### config.mk
export PLATFORM = sky130hd
export DESIGN_NAME = ansi_text_terminal_engine
export DESIGN_NICKNAME = d
export VERILOG_FILES = /design/src/sv/ate_pkg.sv /design/src/sv/ate_front.sv /design/src/sv/ate_fifo.sv /design/src/sv/ate_back.sv /design/src/sv/ansi_text_terminal_engine.sv
export SDC_FILE = /design/constraint.sdc
export NUM_CORES = 2
export LEC_CHECK = 0
export ABC_CLOCK_PERIOD_IN_PS = 6120
export BUFFER_PORTS_ARGS = -buffer_cell sky130_fd_sc_hd__buf_4
export CORE_UTILIZATION = 55
export CTS_BUF_LIST = sky130_fd_sc_hd__clkbuf_4
export CTS_CLUSTER_DIAMETER = 60
export DETAILED_ROUTE_END_ITERATION = 8
export PLACE_DENSITY = 0.75
export SLEW_MARGIN = 0
export SYNTH_ARGS = -nofsm -noshare
export SYNTH_HDL_FRONTEND = slang
export SYNTH_SLANG_ARGS = --single-unit
### constraint.sdc
create_clock -name clk -period 6.12 [get_ports clk]
set_clock_uncertainty 0.1 [all_clocks]
set_input_delay 1.53 -clock clk [delete_from_list [all_inputs] [get_ports clk]]
set_output_delay 1.53 -clock clk [all_outputs]
set_load 0.02 [all_outputs]
### src/sv/ate_pkg.sv
// Shared types, constants and colour functions of the text terminal engine.
// No dependencies; every other file refers to it by scoped names.
`timescale 1ns / 1ps

package ate_pkg;

  localparam int PARAM_DEPTH = 16;
  localparam int PARAM_AW    = $clog2(PARAM_DEPTH);
  localparam int POS_W       = 13;
  localparam int DIM_W       = 14;
  localparam int RGB_W       = 24;
  localparam int CFG_IDX_W   = 3;
  localparam int Q_DEPTH     = 2;

  localparam logic [DIM_W-1:0] SCR_MAX   = 14'd8192;
  localparam logic [RGB_W-1:0] RESET_FG  = 24'hAAAAAA;
  localparam logic [3:0]       RESET_FW  = 4'd8;
  localparam logic [5:0]       RESET_FH  = 6'd16;
  localparam logic [DIM_W-1:0] RESET_SW  = 14'd1024;
  localparam logic [DIM_W-1:0] RESET_SH  = 14'd768;
  localparam logic [15:0]      NUM_SAT   = 16'hFFFF;

  // Character codes
  localparam logic [7:0] CH_BS     = 8'h08;
  localparam logic [7:0] CH_TAB    = 8'h09;
  localparam logic [7:0] CH_LF     = 8'h0A;
  localparam logic [7:0] CH_CR     = 8'h0D;
  localparam logic [7:0] CH_ESC    = 8'h1B;
  localparam logic [7:0] CH_SPACE  = 8'h20;
  localparam logic [7:0] CH_DEL    = 8'h7F;
  localparam logic [7:0] CH_CARET  = 8'h5E;
  localparam logic [7:0] CH_QMARK  = 8'h3F;
  localparam logic [7:0] CH_LBRKT  = 8'h5B;
  localparam logic [7:0] CH_SEMI   = 8'h3B;
  localparam logic [7:0] CH_ZERO   = 8'h30;
  localparam logic [7:0] CH_NINE   = 8'h39;
  localparam logic [7:0] CH_TWO    = 8'h32;
  localparam logic [7:0] CH_FIVE   = 8'h35;
  localparam logic [7:0] CH_LOW_M  = 8'h6D;
  localparam logic [7:0] CH_UP_J   = 8'h4A;
  localparam logic [7:0] CH_UP_H   = 8'h48;
  localparam logic [7:0] CH_LOW_S  = 8'h73;
  localparam logic [7:0] CH_LOW_H  = 8'h68;
  localparam logic [7:0] CH_LOW_L  = 8'h6C;

  // Parser modes
  localparam logic [1:0] MODE_NORMAL = 2'd0;
  localparam logic [1:0] MODE_ESC    = 2'd1;
  localparam logic [1:0] MODE_PARAM  = 2'd2;

  typedef enum logic [CFG_IDX_W-1:0] {
    CFG_FONT_W = 3'd0,
    CFG_FONT_H = 3'd1,
    CFG_SCR_W  = 3'd2,
    CFG_SCR_H  = 3'd3,
    CFG_DEF_FG = 3'd4
  } cfg_reg_t;

  typedef enum logic [1:0] {
    CMD_GLYPH        = 2'd0,
    CMD_CLEAR_CELL   = 2'd1,
    CMD_SCROLL       = 2'd2,
    CMD_CLEAR_SCREEN = 2'd3
  } cmd_kind_t;

  typedef enum logic [2:0] {
    BC_PRINT = 3'd0,
    BC_CARET = 3'd1,
    BC_ESC   = 3'd2,
    BC_CR    = 3'd3,
    BC_LF    = 3'd4,
    BC_TAB   = 3'd5,
    BC_BS    = 3'd6
  } byte_class_t;

  typedef struct packed {
    logic [7:0]  char_byte;
    byte_class_t cls;
    logic        letter;
    logic [7:0]  alt_glyph;
  } item_t;

  typedef struct packed {
    logic [3:0]       font_w;
    logic [5:0]       font_h;
    logic [DIM_W-1:0] scr_w;
    logic [DIM_W-1:0] scr_h;
    logic [RGB_W-1:0] def_fg;
  } cfg_t;

  typedef struct packed {
    cmd_kind_t        kind;
    logic [POS_W-1:0] pos_x;
    logic [POS_W-1:0] pos_y;
    logic [7:0]       glyph;
    logic [RGB_W-1:0] fore;
    logic [RGB_W-1:0] back;
    logic             cursor_on;
    logic             last;
  } cmd_t;

  function automatic logic [RGB_W-1:0] palette(input logic [3:0] idx);
    logic [RGB_W-1:0] c;
    case (idx)
      4'd0:    c = 24'h000000;
      4'd1:    c = 24'hAA0000;
      4'd2:    c = 24'h00AA00;
      4'd3:    c = 24'hAA5500;
      4'd4:    c = 24'h0000AA;
      4'd5:    c = 24'hAA00AA;
      4'd6:    c = 24'h00AAAA;
      4'd7:    c = 24'hAAAAAA;
      4'd8:    c = 24'h555555;
      4'd9:    c = 24'hFF5555;
      4'd10:   c = 24'h55FF55;
      4'd11:   c = 24'hFFFF55;
      4'd12:   c = 24'h5555FF;
      4'd13:   c = 24'hFF55FF;
      4'd14:   c = 24'h55FFFF;
      default: c = 24'hFFFFFF;
    endcase
    return c;
  endfunction

  // 16-colour SGR codes: 30-37 (bold brightens), 40-47, 90-97, 100-107
  function automatic logic [RGB_W-1:0] color16(input logic [6:0] code, input logic bold);
    logic [6:0] idx;
    if (code >= 7'd30 && code <= 7'd37) begin
      idx = code - 7'd30 + (bold ? 7'd8 : 7'd0);
    end else if (code >= 7'd40 && code <= 7'd47) begin
      idx = code - 7'd40;
    end else if (code >= 7'd90 && code <= 7'd97) begin
      idx = code - 7'd82;
    end else begin
      idx = code - 7'd92;
    end
    return palette(idx[3:0]);
  endfunction

  function automatic logic [7:0] cube_level(input logic [2:0] v);
    return (v == 3'd0) ? 8'd0 : (8'(v) * 8'd40 + 8'd55);
  endfunction

  // Division by 36 and 6 over the 216-entry cube done by compare chains
  function automatic logic [RGB_W-1:0] color256(input logic [15:0] n,
                                                input logic [RGB_W-1:0] dflt);
    logic [7:0] k;
    logic [7:0] rem;
    logic [7:0] gray;
    logic [2:0] r;
    logic [2:0] g;
    logic [7:0] b;
    logic [RGB_W-1:0] res;
    k = n[7:0] - 8'd16;
    if      (k >= 8'd180) r = 3'd5;
    else if (k >= 8'd144) r = 3'd4;
    else if (k >= 8'd108) r = 3'd3;
    else if (k >= 8'd72)  r = 3'd2;
    else if (k >= 8'd36)  r = 3'd1;
    else                  r = 3'd0;
    rem = k - 8'(r) * 8'd36;
    if      (rem >= 8'd30) g = 3'd5;
    else if (rem >= 8'd24) g = 3'd4;
    else if (rem >= 8'd18) g = 3'd3;
    else if (rem >= 8'd12) g = 3'd2;
    else if (rem >= 8'd6)  g = 3'd1;
    else                   g = 3'd0;
    b = rem - 8'(g) * 8'd6;
    gray = (n[7:0] - 8'd232) * 8'd10 + 8'd8;
    if (n < 16'd16) begin
      res = palette(n[3:0]);
    end else if (n <= 16'd231) begin
      res = {cube_level(r), cube_level(g), cube_level(b[2:0])};
    end else if (n <= 16'd255) begin
      res = {gray, gray, gray};
    end else begin
      res = dflt;
    end
    return res;
  endfunction

endpackage

### src/sv/ate_front.sv
// Front end: takes character beats and classifies each byte for the executor.
// Depends on ate_pkg.
`timescale 1ns / 1ps

module ate_front (
  input  logic          clk,
  input  logic          rst_n,
  input  logic          in_tvalid,
  output logic          in_tready,
  input  logic [7:0]    in_tdata,    // [7:0] char_byte
  output logic          push_valid,
  input  logic          push_ready,
  output ate_pkg::item_t push_item
);

  logic           fr_valid_r, fr_valid_nxt;
  ate_pkg::item_t fr_item_r, fr_item_nxt;
  ate_pkg::item_t cls_item;
  logic [7:0]     c;

  // Byte classification
  always_comb begin
    c = in_tdata;
    cls_item.char_byte = c;
    cls_item.letter    = (c >= 8'h61 && c <= 8'h7A) || (c >= 8'h41 && c <= 8'h5A);
    cls_item.alt_glyph = (c == ate_pkg::CH_DEL) ? ate_pkg::CH_QMARK : (c + 8'h40);
    unique case (c)
      ate_pkg::CH_ESC: cls_item.cls = ate_pkg::BC_ESC;
      ate_pkg::CH_CR:  cls_item.cls = ate_pkg::BC_CR;
      ate_pkg::CH_LF:  cls_item.cls = ate_pkg::BC_LF;
      ate_pkg::CH_TAB: cls_item.cls = ate_pkg::BC_TAB;
      ate_pkg::CH_BS:  cls_item.cls = ate_pkg::BC_BS;
      default: begin
        if (c < ate_pkg::CH_SPACE || c == ate_pkg::CH_DEL) cls_item.cls = ate_pkg::BC_CARET;
        else cls_item.cls = ate_pkg::BC_PRINT;
      end
    endcase
  end

  assign in_tready  = !fr_valid_r || push_ready;
  assign push_valid = fr_valid_r;
  assign push_item  = fr_item_r;

  // Holding stage
  always_comb begin
    fr_valid_nxt = fr_valid_r;
    fr_item_nxt  = fr_item_r;
    if (in_tvalid && in_tready) begin
      fr_valid_nxt = 1'b1;
      fr_item_nxt  = cls_item;
    end else if (push_ready) begin
      fr_valid_nxt = 1'b0;
    end
  end

  always_ff @(posedge clk) begin
    if (!rst_n) begin
      fr_valid_r <= 1'b0;
    end else begin
      fr_valid_r <= fr_valid_nxt;
    end
    fr_item_r <= fr_item_nxt;
  end

endmodule

### src/sv/ate_fifo.sv
// Short queue of classified items between the front end and the executor.
// Depends on ate_pkg.
`timescale 1ns / 1ps

module ate_fifo (
  input  logic           clk,
  input  logic           rst_n,
  input  logic           push_valid,
  output logic           push_ready,
  input  ate_pkg::item_t push_item,
  output logic           pop_valid,
  input  logic           pop_ready,
  output ate_pkg::item_t pop_item
);

  localparam int PW = $clog2(ate_pkg::Q_DEPTH);

  ate_pkg::item_t mem_r [ate_pkg::Q_DEPTH];
  logic [PW-1:0]  wr_r, wr_nxt, rd_r, rd_nxt;
  logic [PW:0]    cnt_r, cnt_nxt;
  logic           do_push, do_pop;

  assign push_ready = (cnt_r != (PW+1)'(ate_pkg::Q_DEPTH));
  assign pop_valid  = (cnt_r != '0);
  assign pop_item   = mem_r[rd_r];
  assign do_push    = push_valid && push_ready;
  assign do_pop     = pop_valid && pop_ready;

  // Pointer and fill count
  always_comb begin
    wr_nxt  = do_push ? PW'(wr_r + 1'b1) : wr_r;
    rd_nxt  = do_pop  ? PW'(rd_r + 1'b1) : rd_r;
    cnt_nxt = cnt_r + (PW+1)'(do_push) - (PW+1)'(do_pop);
  end

  always_ff @(posedge clk) begin
    if (!rst_n) begin
      wr_r  <= '0;
      rd_r  <= '0;
      cnt_r <= '0;
    end else begin
      wr_r  <= wr_nxt;
      rd_r  <= rd_nxt;
      cnt_r <= cnt_nxt;
    end
    if (do_push) mem_r[wr_r] <= push_item;
  end

endmodule

### src/sv/ate_back.sv
// Executor: parser state, cursor, colours, SGR walk, tab division and the
// command output register. Depends on ate_pkg.
`timescale 1ns / 1ps

module ate_back (
  input  logic           clk,
  input  logic           rst_n,
  input  ate_pkg::cfg_t  cfg,
  input  logic           q_valid,
  output logic           q_ready,
  input  ate_pkg::item_t q_item,
  output logic           out_valid,
  input  logic           out_ready,
  output ate_pkg::cmd_t  out_cmd
);

  localparam int PW = ate_pkg::POS_W;
  localparam int DW = ate_pkg::DIM_W;
  localparam int AW = ate_pkg::PARAM_AW;
  localparam int CW = $clog2(PW + 1);

  typedef enum logic [8:0] {
    ST_IDLE   = 9'b000000001,
    ST_GLYPH  = 9'b000000010,
    ST_DIV    = 9'b000000100,
    ST_TABMUL = 9'b000001000,
    ST_FIT    = 9'b000010000,
    ST_PEND   = 9'b000100000,
    ST_SCRL   = 9'b001000000,
    ST_SGR    = 9'b010000000,
    ST_NUM    = 9'b100000000
  } state_t;

  typedef enum logic [2:0] {
    PH_VAL, PH_MODE, PH_IDX, PH_R, PH_G, PH_B
  } phase_t;

  state_t state_r, state_nxt;
  logic [1:0]    mode_r, mode_nxt;
  logic [7:0]    pbuf_r [ate_pkg::PARAM_DEPTH];
  logic [7:0]    pbuf_nxt [ate_pkg::PARAM_DEPTH];
  logic [AW-1:0] pcnt_r, pcnt_nxt;
  logic [PW-1:0] col_r, col_nxt, row_r, row_nxt, line_r, line_nxt;
  logic [23:0]   fg_r, fg_nxt, bg_r, bg_nxt;
  logic          bold_r, bold_nxt, cen_r, cen_nxt;
  logic [7:0]    g_r, g_nxt, sec_r, sec_nxt;
  logic          sec_pend_r, sec_pend_nxt;
  logic [PW-1:0] nx_r, nx_nxt;
  logic [PW+1:0] ny_r, ny_nxt;
  logic          pend_r, pend_nxt, scroll_r, scroll_nxt;
  ate_pkg::cmd_t pcmd_r, pcmd_nxt;
  logic [PW-1:0] dnum_r, dnum_nxt, dquo_r, dquo_nxt;
  logic [3:0]    drem_r, drem_nxt;
  logic [CW-1:0] dcnt_r, dcnt_nxt;
  logic [AW-1:0] sp_r, sp_nxt;
  logic [15:0]   sv_r, sv_nxt;
  phase_t        ph_r, ph_nxt;
  logic          sfg_r, sfg_nxt;
  logic [7:0]    sr_r, sr_nxt, sg_r, sg_nxt;
  logic          ov_r, ov_nxt;
  ate_pkg::cmd_t oc_r, oc_nxt;

  logic [3:0]    fw;
  logic [5:0]    fh;
  logic [DW-1:0] w_eff, h_eff;
  logic          slot_free;

  assign fw        = cfg.font_w;
  assign fh        = cfg.font_h;
  assign w_eff     = (cfg.scr_w > ate_pkg::SCR_MAX) ? ate_pkg::SCR_MAX : cfg.scr_w;
  assign h_eff     = (cfg.scr_h > ate_pkg::SCR_MAX) ? ate_pkg::SCR_MAX : cfg.scr_h;
  assign slot_free = !ov_r || out_ready;
  assign q_ready   = (state_r == ST_IDLE);
  assign out_valid = ov_r;
  assign out_cmd   = oc_r;

  always_comb begin
    logic [7:0]    c;
    logic [PW+1:0] row_down;
    logic [DW:0]   adv;
    logic [4:0]    shifted;
    logic [DW-1:0] qq;
    logic [17:0]   prod;
    logic [7:0]    pb;
    logic          inr, digit, semi;
    logic [AW-1:0] sp_semi;
    logic [20:0]   acc;
    logic [23:0]   col256;
    logic          eoc;

    state_nxt = state_r;   mode_nxt = mode_r;   pbuf_nxt = pbuf_r;
    pcnt_nxt = pcnt_r;     col_nxt = col_r;     row_nxt = row_r;
    line_nxt = line_r;     fg_nxt = fg_r;       bg_nxt = bg_r;
    bold_nxt = bold_r;     cen_nxt = cen_r;     g_nxt = g_r;
    sec_nxt = sec_r;       sec_pend_nxt = sec_pend_r;
    nx_nxt = nx_r;         ny_nxt = ny_r;       pend_nxt = pend_r;
    scroll_nxt = scroll_r; pcmd_nxt = pcmd_r;   dnum_nxt = dnum_r;
    dquo_nxt = dquo_r;     drem_nxt = drem_r;   dcnt_nxt = dcnt_r;
    sp_nxt = sp_r;         sv_nxt = sv_r;       ph_nxt = ph_r;
    sfg_nxt = sfg_r;       sr_nxt = sr_r;       sg_nxt = sg_r;
    ov_nxt = ov_r && !out_ready;
    oc_nxt = oc_r;

    c        = q_item.char_byte;
    row_down = (PW+2)'(row_r) + (PW+2)'(fh);
    adv      = (DW+1)'(col_r) + (DW+1)'(fw);
    shifted  = {drem_r, dnum_r[PW-1]};
    qq       = (DW'(dquo_r) + DW'(8)) & ~DW'(7);
    prod     = 18'(qq) * 18'(fw);
    pb       = pbuf_r[sp_r];
    inr      = (sp_r < pcnt_r);
    digit    = inr && (pb >= ate_pkg::CH_ZERO) && (pb <= ate_pkg::CH_NINE);
    semi     = inr && (pb == ate_pkg::CH_SEMI);
    sp_semi  = sp_r + AW'(semi);
    acc      = 21'(sv_r) * 21'd10 + 21'(pb - ate_pkg::CH_ZERO);
    col256   = ate_pkg::color256(sv_r, cfg.def_fg);
    eoc      = 1'b0;

    pcmd_nxt.fore      = fg_r;
    pcmd_nxt.back      = bg_r;
    pcmd_nxt.cursor_on = cen_r;
    pcmd_nxt.last      = 1'b0;

    unique case (state_r)
      // Take the next item and start its action
      ST_IDLE: begin
        if (q_valid && fw != 4'd0 && fh != 6'd0) begin
          pend_nxt     = 1'b0;
          sec_pend_nxt = 1'b0;
          scroll_nxt   = 1'b0;
          if (mode_r == ate_pkg::MODE_ESC) begin
            if (c == ate_pkg::CH_LBRKT) begin
              pcnt_nxt = '0;
              mode_nxt = ate_pkg::MODE_PARAM;
            end else begin
              mode_nxt = ate_pkg::MODE_NORMAL;
            end
          end else if (mode_r == ate_pkg::MODE_PARAM) begin
            if (q_item.letter) begin
              mode_nxt = ate_pkg::MODE_NORMAL;
              unique case (c)
                ate_pkg::CH_LOW_M: state_nxt = ST_SGR;
                ate_pkg::CH_UP_J: begin
                  if (pcnt_r != '0 && pbuf_r[0] == ate_pkg::CH_TWO) begin
                    pcmd_nxt.kind  = ate_pkg::CMD_CLEAR_SCREEN;
                    pcmd_nxt.pos_x = '0;
                    pcmd_nxt.pos_y = '0;
                    pcmd_nxt.glyph = '0;
                    pend_nxt  = 1'b1;
                    col_nxt   = '0;
                    row_nxt   = '0;
                    line_nxt  = '0;
                    bold_nxt  = 1'b0;
                    state_nxt = ST_PEND;
                  end
                end
                ate_pkg::CH_UP_H: begin
                  col_nxt = '0;
                  row_nxt = '0;
                end
                ate_pkg::CH_LOW_S: line_nxt = row_r;
                ate_pkg::CH_LOW_H, ate_pkg::CH_LOW_L: begin
                  if (pcnt_r == AW'(3) && pbuf_r[0] == ate_pkg::CH_QMARK &&
                      pbuf_r[1] == ate_pkg::CH_TWO && pbuf_r[2] == ate_pkg::CH_FIVE)
                    cen_nxt = (c == ate_pkg::CH_LOW_H);
                end
                default: ;
              endcase
            end else if (pcnt_r < AW'(ate_pkg::PARAM_DEPTH - 1)) begin
              pbuf_nxt[pcnt_r] = c;
              pcnt_nxt = pcnt_r + 1'b1;
            end
          end else begin
            nx_nxt = col_r;
            ny_nxt = (PW+2)'(row_r);
            unique case (q_item.cls)
              ate_pkg::BC_PRINT: begin
                g_nxt     = c;
                state_nxt = ST_GLYPH;
              end
              ate_pkg::BC_CARET: begin
                g_nxt        = ate_pkg::CH_CARET;
                sec_nxt      = q_item.alt_glyph;
                sec_pend_nxt = 1'b1;
                state_nxt    = ST_GLYPH;
              end
              ate_pkg::BC_ESC: begin
                mode_nxt  = ate_pkg::MODE_ESC;
                state_nxt = ST_FIT;
              end
              ate_pkg::BC_CR: begin
                nx_nxt    = '0;
                state_nxt = ST_FIT;
              end
              ate_pkg::BC_LF: begin
                nx_nxt    = '0;
                ny_nxt    = row_down;
                line_nxt  = (row_down > (PW+2)'({PW{1'b1}})) ? {PW{1'b1}} : row_down[PW-1:0];
                state_nxt = ST_FIT;
              end
              ate_pkg::BC_TAB: begin
                dnum_nxt  = col_r;
                dquo_nxt  = '0;
                drem_nxt  = '0;
                dcnt_nxt  = CW'(PW);
                state_nxt = ST_DIV;
              end
              ate_pkg::BC_BS: begin
                pcmd_nxt.kind  = ate_pkg::CMD_CLEAR_CELL;
                pcmd_nxt.glyph = '0;
                if (col_r >= PW'(fw)) begin
                  nx_nxt         = col_r - PW'(fw);
                  pcmd_nxt.pos_x = col_r - PW'(fw);
                  pcmd_nxt.pos_y = row_r;
                  pend_nxt       = 1'b1;
                end else if (row_r > line_r) begin
                  ny_nxt = (row_r >= PW'(fh)) ? (PW+2)'(row_r - PW'(fh)) : '0;
                  nx_nxt = (w_eff >= DW'(fw)) ? PW'(w_eff - DW'(fw)) : '0;
                  pcmd_nxt.pos_x = (w_eff >= DW'(fw)) ? PW'(w_eff - DW'(fw)) : '0;
                  pcmd_nxt.pos_y = (row_r >= PW'(fh)) ? (row_r - PW'(fh)) : '0;
                  pend_nxt       = 1'b1;
                end
                state_nxt = ST_FIT;
              end
              default: state_nxt = ST_IDLE;
            endcase
          end
        end
      end

      // Glyph at the cursor, then advance with wrap
      ST_GLYPH: begin
        pcmd_nxt.kind  = ate_pkg::CMD_GLYPH;
        pcmd_nxt.pos_x = col_r;
        pcmd_nxt.pos_y = row_r;
        pcmd_nxt.glyph = g_r;
        pend_nxt       = 1'b1;
        if (adv >= (DW+1)'(w_eff)) begin
          nx_nxt = '0;
          ny_nxt = row_down;
        end else begin
          nx_nxt = adv[PW-1:0];
          ny_nxt = (PW+2)'(row_r);
        end
        state_nxt = ST_FIT;
      end

      // Restoring division of the column by the font width, one bit a cycle
      ST_DIV: begin
        if (shifted >= 5'(fw)) begin
          drem_nxt = 4'(shifted - 5'(fw));
          dquo_nxt = {dquo_r[PW-2:0], 1'b1};
        end else begin
          drem_nxt = shifted[3:0];
          dquo_nxt = {dquo_r[PW-2:0], 1'b0};
        end
        dnum_nxt = {dnum_r[PW-2:0], 1'b0};
        dcnt_nxt = dcnt_r - 1'b1;
        if (dcnt_r == CW'(1)) state_nxt = ST_TABMUL;
      end

      // Next multiple of eight cells
      ST_TABMUL: begin
        if (prod >= 18'(w_eff)) begin
          nx_nxt = '0;
          ny_nxt = row_down;
        end else begin
          nx_nxt = prod[PW-1:0];
          ny_nxt = (PW+2)'(row_r);
        end
        state_nxt = ST_FIT;
      end

      // Keep the cell row on screen, scrolling once if needed
      ST_FIT: begin
        col_nxt = nx_r;
        if (ny_r + (PW+2)'(fh) > (PW+2)'(h_eff)) begin
          scroll_nxt = 1'b1;
          row_nxt    = (h_eff >= DW'(fh)) ? PW'(h_eff - DW'(fh)) : '0;
        end else begin
          scroll_nxt = 1'b0;
          row_nxt    = ny_r[PW-1:0];
        end
        if (pend_r) state_nxt = ST_PEND;
        else if (ny_r + (PW+2)'(fh) > (PW+2)'(h_eff)) state_nxt = ST_SCRL;
        else state_nxt = ST_IDLE;
      end

      ST_PEND: begin
        if (slot_free) begin
          ov_nxt       = 1'b1;
          oc_nxt       = pcmd_r;
          oc_nxt.last  = !scroll_r && !sec_pend_r;
          pend_nxt     = 1'b0;
          if (scroll_r) begin
            state_nxt = ST_SCRL;
          end else if (sec_pend_r) begin
            g_nxt        = sec_r;
            sec_pend_nxt = 1'b0;
            state_nxt    = ST_GLYPH;
          end else begin
            state_nxt = ST_IDLE;
          end
        end
      end

      ST_SCRL: begin
        if (slot_free) begin
          ov_nxt           = 1'b1;
          oc_nxt.kind      = ate_pkg::CMD_SCROLL;
          oc_nxt.pos_x     = '0;
          oc_nxt.pos_y     = '0;
          oc_nxt.glyph     = '0;
          oc_nxt.fore      = fg_r;
          oc_nxt.back      = bg_r;
          oc_nxt.cursor_on = cen_r;
          oc_nxt.last      = !sec_pend_r;
          scroll_nxt       = 1'b0;
          if (sec_pend_r) begin
            g_nxt        = sec_r;
            sec_pend_nxt = 1'b0;
            state_nxt    = ST_GLYPH;
          end else begin
            state_nxt = ST_IDLE;
          end
        end
      end

      ST_SGR: begin
        if (pcnt_r == '0) begin
          fg_nxt    = cfg.def_fg;
          bg_nxt    = '0;
          bold_nxt  = 1'b0;
          state_nxt = ST_IDLE;
        end else begin
          sp_nxt    = '0;
          sv_nxt    = '0;
          ph_nxt    = PH_VAL;
          state_nxt = ST_NUM;
        end
      end

      // Walk the parameter bytes, one a cycle
      ST_NUM: begin
        if (digit) begin
          sv_nxt = (acc > 21'(ate_pkg::NUM_SAT)) ? ate_pkg::NUM_SAT : acc[15:0];
          sp_nxt = sp_r + 1'b1;
        end else begin
          sv_nxt = '0;
          case (ph_r)
            PH_VAL: begin
              if (sv_r == 16'd0) begin
                fg_nxt   = cfg.def_fg;
                bg_nxt   = '0;
                bold_nxt = 1'b0;
                eoc      = 1'b1;
              end else if (sv_r == 16'd1) begin
                bold_nxt = 1'b1;
                eoc      = 1'b1;
              end else if ((sv_r >= 16'd30 && sv_r <= 16'd37) ||
                           (sv_r >= 16'd90 && sv_r <= 16'd97)) begin
                fg_nxt = ate_pkg::color16(sv_r[6:0], bold_r);
                eoc    = 1'b1;
              end else if ((sv_r >= 16'd40 && sv_r <= 16'd47) ||
                           (sv_r >= 16'd100 && sv_r <= 16'd107)) begin
                bg_nxt = ate_pkg::color16(sv_r[6:0], bold_r);
                eoc    = 1'b1;
              end else if (sv_r == 16'd38 || sv_r == 16'd48) begin
                sfg_nxt = (sv_r == 16'd38);
                sp_nxt  = sp_semi;
                ph_nxt  = PH_MODE;
              end else begin
                eoc = 1'b1;
              end
            end
            PH_MODE: begin
              if (sv_r == 16'd5) begin
                sp_nxt = sp_semi;
                ph_nxt = PH_IDX;
              end else if (sv_r == 16'd2) begin
                sp_nxt = sp_semi;
                ph_nxt = PH_R;
              end else begin
                eoc = 1'b1;
              end
            end
            PH_IDX: begin
              if (sfg_r) fg_nxt = col256;
              else bg_nxt = col256;
              eoc = 1'b1;
            end
            PH_R: begin
              sr_nxt = sv_r[7:0];
              sp_nxt = sp_semi;
              ph_nxt = PH_G;
            end
            PH_G: begin
              sg_nxt = sv_r[7:0];
              sp_nxt = sp_semi;
              ph_nxt = PH_B;
            end
            default: begin
              if (sfg_r) fg_nxt = {sr_r, sg_r, sv_r[7:0]};
              else bg_nxt = {sr_r, sg_r, sv_r[7:0]};
              eoc = 1'b1;
            end
          endcase
          // End of one code: a separator continues the walk
          if (eoc) begin
            sp_nxt = sp_semi;
            ph_nxt = PH_VAL;
            if (!(semi && sp_semi < pcnt_r)) state_nxt = ST_IDLE;
          end
        end
      end

      default: state_nxt = ST_IDLE;
    endcase
  end

  always_ff @(posedge clk) begin
    if (!rst_n) begin
      state_r    <= ST_IDLE;
      mode_r     <= ate_pkg::MODE_NORMAL;
      pcnt_r     <= '0;
      col_r      <= '0;
      row_r      <= '0;
      line_r     <= '0;
      fg_r       <= ate_pkg::RESET_FG;
      bg_r       <= '0;
      bold_r     <= 1'b0;
      cen_r      <= 1'b1;
      sec_pend_r <= 1'b0;
      pend_r     <= 1'b0;
      scroll_r   <= 1'b0;
      ov_r       <= 1'b0;
    end else begin
      state_r    <= state_nxt;
      mode_r     <= mode_nxt;
      pcnt_r     <= pcnt_nxt;
      col_r      <= col_nxt;
      row_r      <= row_nxt;
      line_r     <= line_nxt;
      fg_r       <= fg_nxt;
      bg_r       <= bg_nxt;
      bold_r     <= bold_nxt;
      cen_r      <= cen_nxt;
      sec_pend_r <= sec_pend_nxt;
      pend_r     <= pend_nxt;
      scroll_r   <= scroll_nxt;
      ov_r       <= ov_nxt;
    end
    pbuf_r <= pbuf_nxt;
    g_r    <= g_nxt;
    sec_r  <= sec_nxt;
    nx_r   <= nx_nxt;
    ny_r   <= ny_nxt;
    pcmd_r <= pcmd_nxt;
    dnum_r <= dnum_nxt;
    dquo_r <= dquo_nxt;
    drem_r <= drem_nxt;
    dcnt_r <= dcnt_nxt;
    sp_r   <= sp_nxt;
    sv_r   <= sv_nxt;
    ph_r   <= ph_nxt;
    sfg_r  <= sfg_nxt;
    sr_r   <= sr_nxt;
    sg_r   <= sg_nxt;
    oc_r   <= oc_nxt;
  end

endmodule

### src/sv/ansi_text_terminal_engine.sv
// Top level of the text terminal engine: configuration registers, front end,
// item queue and executor. Depends on ate_pkg, ate_front, ate_fifo, ate_back.
`timescale 1ns / 1ps

// Usage
//   in_*  : one character byte per beat (in_tdata[7:0]).
//   out_* : display commands, one per beat; out_tuser is the command kind,
//           out_tlast marks the final command caused by one input byte.
//   cfg_* : register writes (font size, screen size, default foreground),
//           always ready; write only while the engine is idle.
// Flow
//   A byte passes a classify stage and a two-entry queue, then the executor
//   takes it. Printable byte: glyph and fit states, then its glyph command
//   from the pend state; a scroll or a caret pair adds states. CR, LF, ESC,
//   backspace: fit, then pend or scroll where needed. Tab: the bit-serial
//   division of the column by the font width (13 steps), the tab stop, fit.
//   SGR terminator: walks up to 15 parameter bytes; others are taken in idle.
// Reset and stalls
//   rst_n (synchronous) restores the register defaults, cursor to the top
//   left, default colours, cursor enabled, parser in normal mode.
//   A stalled receiver holds the output register; the queue and the classify
//   stage keep taking bytes until they are full, then in_tready drops.

module ansi_text_terminal_engine (
  input  logic        clk,
  input  logic        rst_n,
  input  logic        in_tvalid,
  output logic        in_tready,
  input  logic [7:0]  in_tdata,    // [7:0] char_byte
  output logic        out_tvalid,
  input  logic        out_tready,
  output logic [87:0] out_tdata,   // pos_x, pos_y, glyph_code, fore_rgb, back_rgb, cursor_on
  output logic [1:0]  out_tuser,   // [1:0] command_kind
  output logic        out_tlast,   // last_of_run
  input  logic        cfg_valid,
  output logic        cfg_ready,
  input  logic [2:0]  cfg_index,
  input  logic [23:0] cfg_data
);

  ate_pkg::cfg_t  cfg_r, cfg_nxt;
  logic           push_valid, push_ready, pop_valid, pop_ready;
  ate_pkg::item_t push_item, pop_item;
  ate_pkg::cmd_t  cmd;

  assign cfg_ready = 1'b1;

  // Configuration register writes
  always_comb begin
    cfg_nxt = cfg_r;
    if (cfg_valid) begin
      case (cfg_index)
        ate_pkg::CFG_FONT_W: cfg_nxt.font_w = cfg_data[3:0];
        ate_pkg::CFG_FONT_H: cfg_nxt.font_h = cfg_data[5:0];
        ate_pkg::CFG_SCR_W:  cfg_nxt.scr_w  = cfg_data[ate_pkg::DIM_W-1:0];
        ate_pkg::CFG_SCR_H:  cfg_nxt.scr_h  = cfg_data[ate_pkg::DIM_W-1:0];
        ate_pkg::CFG_DEF_FG: cfg_nxt.def_fg = cfg_data;
        default: ;
      endcase
    end
  end

  always_ff @(posedge clk) begin
    if (!rst_n) begin
      cfg_r.font_w <= ate_pkg::RESET_FW;
      cfg_r.font_h <= ate_pkg::RESET_FH;
      cfg_r.scr_w  <= ate_pkg::RESET_SW;
      cfg_r.scr_h  <= ate_pkg::RESET_SH;
      cfg_r.def_fg <= ate_pkg::RESET_FG;
    end else begin
      cfg_r <= cfg_nxt;
    end
  end

  ate_front u_front (
    .clk        (clk),
    .rst_n      (rst_n),
    .in_tvalid  (in_tvalid),
    .in_tready  (in_tready),
    .in_tdata   (in_tdata),
    .push_valid (push_valid),
    .push_ready (push_ready),
    .push_item  (push_item)
  );

  ate_fifo u_fifo (
    .clk        (clk),
    .rst_n      (rst_n),
    .push_valid (push_valid),
    .push_ready (push_ready),
    .push_item  (push_item),
    .pop_valid  (pop_valid),
    .pop_ready  (pop_ready),
    .pop_item   (pop_item)
  );

  ate_back u_back (
    .clk       (clk),
    .rst_n     (rst_n),
    .cfg       (cfg_r),
    .q_valid   (pop_valid),
    .q_ready   (pop_ready),
    .q_item    (pop_item),
    .out_valid (out_tvalid),
    .out_ready (out_tready),
    .out_cmd   (cmd)
  );

  // Result beat packing
  assign out_tdata = {5'b0, cmd.cursor_on, cmd.back, cmd.fore, cmd.glyph,
                      cmd.pos_y, cmd.pos_x};
  assign out_tuser = cmd.kind;
  assign out_tlast = cmd.last;

endmodule
======== Word-level counts from Yosys, hierarchy flattened ========
Memories as Yosys holds them, arrays and structs flattened. A register that Yosys moved wholly into a read port is not among the register bits.
Index checks and enable logic that the tools add are counted.
cells by class
  add/subtract/negate cells ............... 34
  $mul .................................... 8
  order comparisons ....................... 53
  equal/unequal tests ..................... 109
  mux-type cells .......................... 251
  bitwise gates (word level) .............. 10
  reductions and logical operators ........ 103
operators by type and width
  cell                                                                   number
  24-bit 2-to-1 mux                                                      18
  13-bit 2-to-1 mux                                                      28
  36-bit 2-to-1 mux                                                      7
  13-bit one-hot mux with 2 select lines                                 7
  86-bit 2-to-1 mux                                                      2
  86-bit one-hot mux with 2 select lines                                 1
  4-bit 2-to-1 mux                                                       42
  24-bit one-hot mux with 3 select lines                                 2
  128-bit bitwise mux                                                    1
  9-bit 2-to-1 mux                                                       14
  15-bit 2-to-1 mux                                                      8
  8-bit 2-to-1 mux                                                       13
  24-bit one-hot mux with 2 select lines                                 2
  36-bit one-hot mux with 2 select lines                                 1
  9-bit one-hot mux with 8 select lines                                  1
  8-bit by 7-bit equality test with 1-bit output, second input constant  8
  3-bit 2-to-1 mux                                                       18
  26-bit 2-to-1 mux                                                      2
  1-bit 2-to-1 mux                                                       50
  16-bit 2-to-1 mux                                                      3
  15-bit one-hot mux with 3 select lines                                 1
  8-bit by 6-bit equality test with 1-bit output, second input constant  5
  13-bit one-hot mux with 3 select lines                                 1
  8-bit binary-select mux with 4-bit select                              1
  other kinds (146)                                                      332
storage, ports and cells
  register bits after elaboration ......... 612
  bits in writable memories ............... 40
  bits in read-only memories .............. 1152
  input bits .............................. 40
  output and inout port bits .............. 94
  logic and storage cells ................. 644
  memories kept ........................... 4
memories
  memory           depth  width  rd ports  clocked after memory_dff  wr ports  line            RTL
  (no name shown)  16     24     1         1                         0         ate_pkg.sv:104  case (idx)
  (no name shown)  16     24     1         0                         0         ate_pkg.sv:104
  (no name shown)  16     24     1         0                         0         ate_pkg.sv:104
  u_fifo.mem_r     2      20     1         1                         1         ate_fifo.sv:18  ate_pkg::item_t mem_r [ate_pkg::Q_DEPTH];

======== Depth between registers and ports, before layout ========
  depth in word-level cells ............... 26
  gate-level depth with buffers ........... 31
  mapped depth without buffers ............ 30

======== Hierarchy ========
Synthesis repeated with hierarchy kept, for this count alone.
unflattened totals
  cells, all modules ...................... 3676
  area, all modules ....................... 37503.5 sq um
by module, submodules not included
  module                     instances  cells an instance  area each (sq um)
  ate_back                   1          3255               32258.4
  ansi_text_terminal_engine  1          254                2557.5
  ate_fifo                   1          91                 1699.1
  ate_front                  1          76                 988.4

======== Least setup slack after synthesis ========
Ideal clock, no wire load.
  kind .................................... reg-to-reg
  start ................................... register u_back.sv_r[5]
  end ..................................... register u_back.bg_r[7]
  library setup time ...................... 0.071 ns
  arrival ................................. 6.157 ns
  required time ........................... 5.949 ns
  slack ................................... -0.208 ns
  stages on the path, launching flop included .. 29
  cells stage by stage .................... edfxtp_1 -> clkbuf_1 -> inv_1 -> ha_1 -> xnor2_1 -> inv_1 -> nand2_1 -> o21ai_0 -> a2111oi_0 -> a31oi_1 -> ha_1 -> fa_1 -> xor2_1 -> nand2_1 -> a21o_1 -> a221oi_1 -> nand2_1 -> ha_1 -> xnor2_1 -> xnor2_1 -> inv_1 -> ha_1 -> ha_1 -> or3_1 -> a31oi_1 -> a21boi_0 -> o22ai_1 -> nand2_1 -> a21oi_1
between the ends
  longest elaborated chain between the ends .. 26
  elaborated cells between the ends (all ways) .. 86
  those cells by class .................... add/sub (6); mul (4); order compare (27); eq/ne (4); mux (32); reduce/logical (12); memory (1)
ends and longest elaborated chain
  what                                            line             RTL
  start: declaration                              ate_back.sv:56   logic [15:0] sv_r, sv_nxt;
  start signal: assignment                        ate_back.sv:464  sv_r <= sv_nxt;
  8-bit by 5-bit subtractor with 8-bit output     ate_pkg.sv:154   k = n[7:0] - 8'd16;
  8-bit by 6-bit >= comparator with 1-bit output  ate_pkg.sv:159   else if (k >= 8'd36) r = 3'd1;
  1-bit 2-to-1 mux                                ate_pkg.sv:159
  3-bit 2-to-1 mux                                ate_pkg.sv:158   else if (k >= 8'd72) r = 3'd2;
  3-bit 2-to-1 mux                                ate_pkg.sv:157   else if (k >= 8'd108) r = 3'd3;
  3-bit 2-to-1 mux                                ate_pkg.sv:156   else if (k >= 8'd144) r = 3'd4;
  3-bit 2-to-1 mux                                ate_pkg.sv:155   if (k >= 8'd180) r = 3'd5;
  3-bit by 4-bit multiplier with 6-bit output     ate_pkg.sv:161   rem = k - 8'(r) * 8'd36;
  (+10 left out)                                  n/a
  8-bit by 6-bit adder with 8-bit output          ate_pkg.sv:141   return (v == 3'd0) ? 8'd0 : (8'(v) * 8'd40 + 8'd55);
  8-bit 2-to-1 mux                                ate_pkg.sv:141
  24-bit 2-to-1 mux                               ate_pkg.sv:172   end else if (n <= 16'd231) begin
  24-bit 2-to-1 mux                               ate_pkg.sv:170   if (n < 16'd16) begin
  24-bit 2-to-1 mux                               ate_back.sv:388  if (sfg_r) fg_nxt = col256;
  24-bit one-hot mux with 3 select lines          ate_back.sv:350  case (ph_r)
  24-bit 2-to-1 mux                               ate_back.sv:345  if (digit) begin
  24-bit one-hot mux with 2 select lines          ate_back.sv:124  unique case (state_r)
  end signal: assignment                          ate_back.sv:445  bg_r <= bg_nxt;
  end: declaration                                ate_back.sv:44   logic [23:0] fg_r, fg_nxt, bg_r, bg_nxt;
Several ways; a longest one is shown, not always the timed one. The select of a mux whose other input is x is not followed.
A chain may end at the register's enable or synchronous reset.

======== Worst setup path after layout ========
  start ................................... register u_back.sv_r[4]
  end ..................................... register u_back.bg_r[7]
Same word-level chain as after synthesis.

==> reports/results.txt <==
DRT iter0 DRCs -> 2946
First-pass GRT wire length -> 161000 um
Most frequent cell after synthesis -> nand2_1
Setup ws final -> 308 ps
Die extent in y -> 261 um
Detailed Routing Iterations Pass 1 -> 9
CP Launch Type -> flip-flop
Crit Path Category -> reg -> reg
Critical Path AT -> 6640 ps
Synth top area share -> 34.7%
Leakage -> 16.0 nW
Drt total wl -> 105000 um
Cells after synthesis -> 3665
Non-Filler Instances -> 4877
Critical Path End Type -> flip-flop
CTS sink cnt -> 658
Mapped Area -> 0.0370 mm^2
H-tree depth -> 4
Root Driver -> clkbuf_4
Unrepaired setup endpoints after global routing -> true
Peak Freq -> 172 MHz
Worst min path class -> reg -> reg
HPWL Detailed -> 75500 um
Worst skew pair latency -> 1010 ps
Synth cell count leaders -> nand2_1, edfxtp_1, a21oi_1
Post-synth cell types -> 90
Power density cells -> 273 mW/mm^2
Number of synthesized flops with an enable pin -> 428
Internal reg-to-reg setup slack -> 310 ps
Placed Cells -> 4560
Syn. warnings -> 0
Routability cong. -> 0.988
Die Wd -> 261 um
Post-route minimum period -> 5810 ps
Core Box Area -> 0.0662 mm^2
Num ports -> 134
Filler Cells Inserted -> 5476
Peak supply drop -> 128 uV
Crit path required time -> 6950 ps
CTS tree -> done
Die ar. -> 0.0683 mm^2
Final net count -> 4165
Status -> finished, violations left
GR Overflow Total -> 0
Largest area contributor in the netlist -> edfxtp_1
Number of buffers created by CTS -> 169
Worst relative slew slack -> 12.4%
Ratio of cells with drive above 1 in the final layout -> 16.4%
Area delta synth->final -> 11.7%
Actual slew at the worst max-slew pin -> 1300 ps
Power Total -> 0.0113 W
Vias in the first global route -> 28500
Final Max Slew Viols -> 0
Final setup vio count -> 0
Placement Setup Slack -> -52.8 ps
PortBufs -> 127
Most used cell, CP -> ha_1
Average size of a mapped cell -> 10.1 um^2
Antenna violations before repair -> 2
Final-report hold violation count -> 0
Synth top area cells -> edfxtp_1, dfxtp_1, ha_1
Clock slew at reported path FFs -> 70 ps
Post-DR vias/cell -> 6.19
Row cnt -> 94
Slowest cell delay on critical path -> 370 ps
Ys async rst share -> 0%
WL/cell -> 21.6 um
Seq/Total Area, Yosys -> 47.2%
Crit path max fanout -> 6
Max cap viols -> 0
FF+latch count, synth -> 658
Fin crit share -> 95.0%
Largest net degree at the start of global routing -> 89
Vias post-DR -> 30200
Ys flop type -> edfxtp_1
CTS Buffer Depth -> 3
Initial Util -> 55.9%
Failing checks -> design-rule violations
Slowest CP cell -> edfxtp_1
Drt drc -> 36
Antenna-violating nets left -> 0
GRT Total Usage -> 30.6%
[worst max-delay path: cells and delay by family, from the launching register on]
| family | cells | cell delay [ps] |
|---|---|---|
| simple gates | 7 | 1070 |
| buf+inv | 3 | 330 |
| compound gates | 10 | 1940 |
| mux | 1 | 340 |
| flops | 1 | 370 |
| xor+xnor | 1 | 240 |
| fa+ha+maj | 5 | 1310 |
[sequential cells by signal, summed over array words and instances, names as in the netlist, 20 cells and up, named ones only]
register           count
cfg_r                 62
u_back.pbuf_r        128
u_front.push_item     20
u_back.fg_r           24
u_back.pcmd_r         85
u_back.out_cmd        86
u_back.bg_r           24
u_fifo.mem_r          40
[layout by cell type, fill, tap and decap left out, types with 20 or more instances in the layout]
cell and count:
a21oi_1 274, nor3_1 63, buf_4 210, and3_1 43, o22ai_1 20, xor2_1 32, edfxtp_1 428, clkinv_1 39
mux4_2 32, fa_1 32, nand3_1 84, a31oi_1 35, xnor2_1 70, dfxtp_1 230, mux2_2 70, ha_1 216
and2_1 97, a21o_1 45, nand4_1 47, o21ai_0 172, nor4_1 25, a211oi_1 37, nor2b_1 45, a22oi_1 30
mux2i_1 38, nor2_1 243, nand2_1 459, o21a_1 38, clkbuf_4 248, o211ai_1 25, nand2b_1 37, inv_1 153
[metrics by stage]
stage | setup TNS, ps | utilization (%) | cell area, um^2 | hold slack (ps)
2_1_floorplan | 0 | - | 37100 | 243
3_3_place_gp | 0 | 58.8 | 38900 | 252
3_5_place_dp | -52.8 | 58.8 | 38900 | 255
4_1_cts | 0 | 62.1 | 41100 | 259
5_1_grt | -68.5 | 62.4 | 41300 | 248
6_report | 0 | 62.4 | 41300 | 254
[per-layer routing]
layer	global-route usage (%)	routed length [um]	vias up
met5	0	0	-
met4	13.8	4240	0
met3	6.14	10200	265
met2	46.5	45900	1555
met1	42.2	44800	14400
li1	-	-	14000
[cells by family (layout without fill, tap and decap cells)]
family	Yosys count	after routing	synth area share, %
and+or+nand+nor	1252	1252	16.3
DFF	658	658	47.2
xor gates and xnor gates	113	113	2.67
adders and majority gates	253	253	9.22
other	2	16	0.0203
buffers and inverters	347	681	3.78
muxes	140	140	5.11
AOI/OAI and AO/OA	900	900	15.7
[final cells by class]
cell class                 count  area (um^2)  share of cell area [%]
timing repair buffer         212         1620                    3.91
multi-input combinational   2672        18400                    44.5
inverter                     159          599                    1.45
tap                          864         1080                    2.62
clock inverter                62          303                   0.732
antenna                        2         5.00                  0.0121
sequential                   658        17500                    42.2
clock buffer                 248         1860                    4.50
[power by group]
group          switching, W  internal (W)
Clock               0.00189       0.00189
Combinational       0.00147      0.000780
Sequential         0.000167       0.00507
Total               0.00353       0.00773
[worst paths after layout]
check | startpoint | end | cells after the start
min | u_back.bg_r[7]$_SDFFE_PN0P_ | u_back.pcmd_r[9]$_DFF_P_ | 0
max | u_back.sv_r[4]$_SDFFCE_PN0P_ | u_back.bg_r[7]$_SDFFE_PN0P_ | 27
max reg2reg | u_back.sv_r[4]$_SDFFCE_PN0P_ | u_back.bg_r[7]$_SDFFE_PN0P_ | 27
min reg2reg | u_back.bg_r[7]$_SDFFE_PN0P_ | u_back.pcmd_r[9]$_DFF_P_ | 0
[timing repair]
item | 4_1_cts | 5_1_grt
setup buffers | 0 | 5
setup endpoints to repair | 2 | 48
hold buffers | 0 | 0
resized for setup | 1 | 41
pin swaps | 0 | 9
Note: power is estimated with default switching activity, not from simulation.
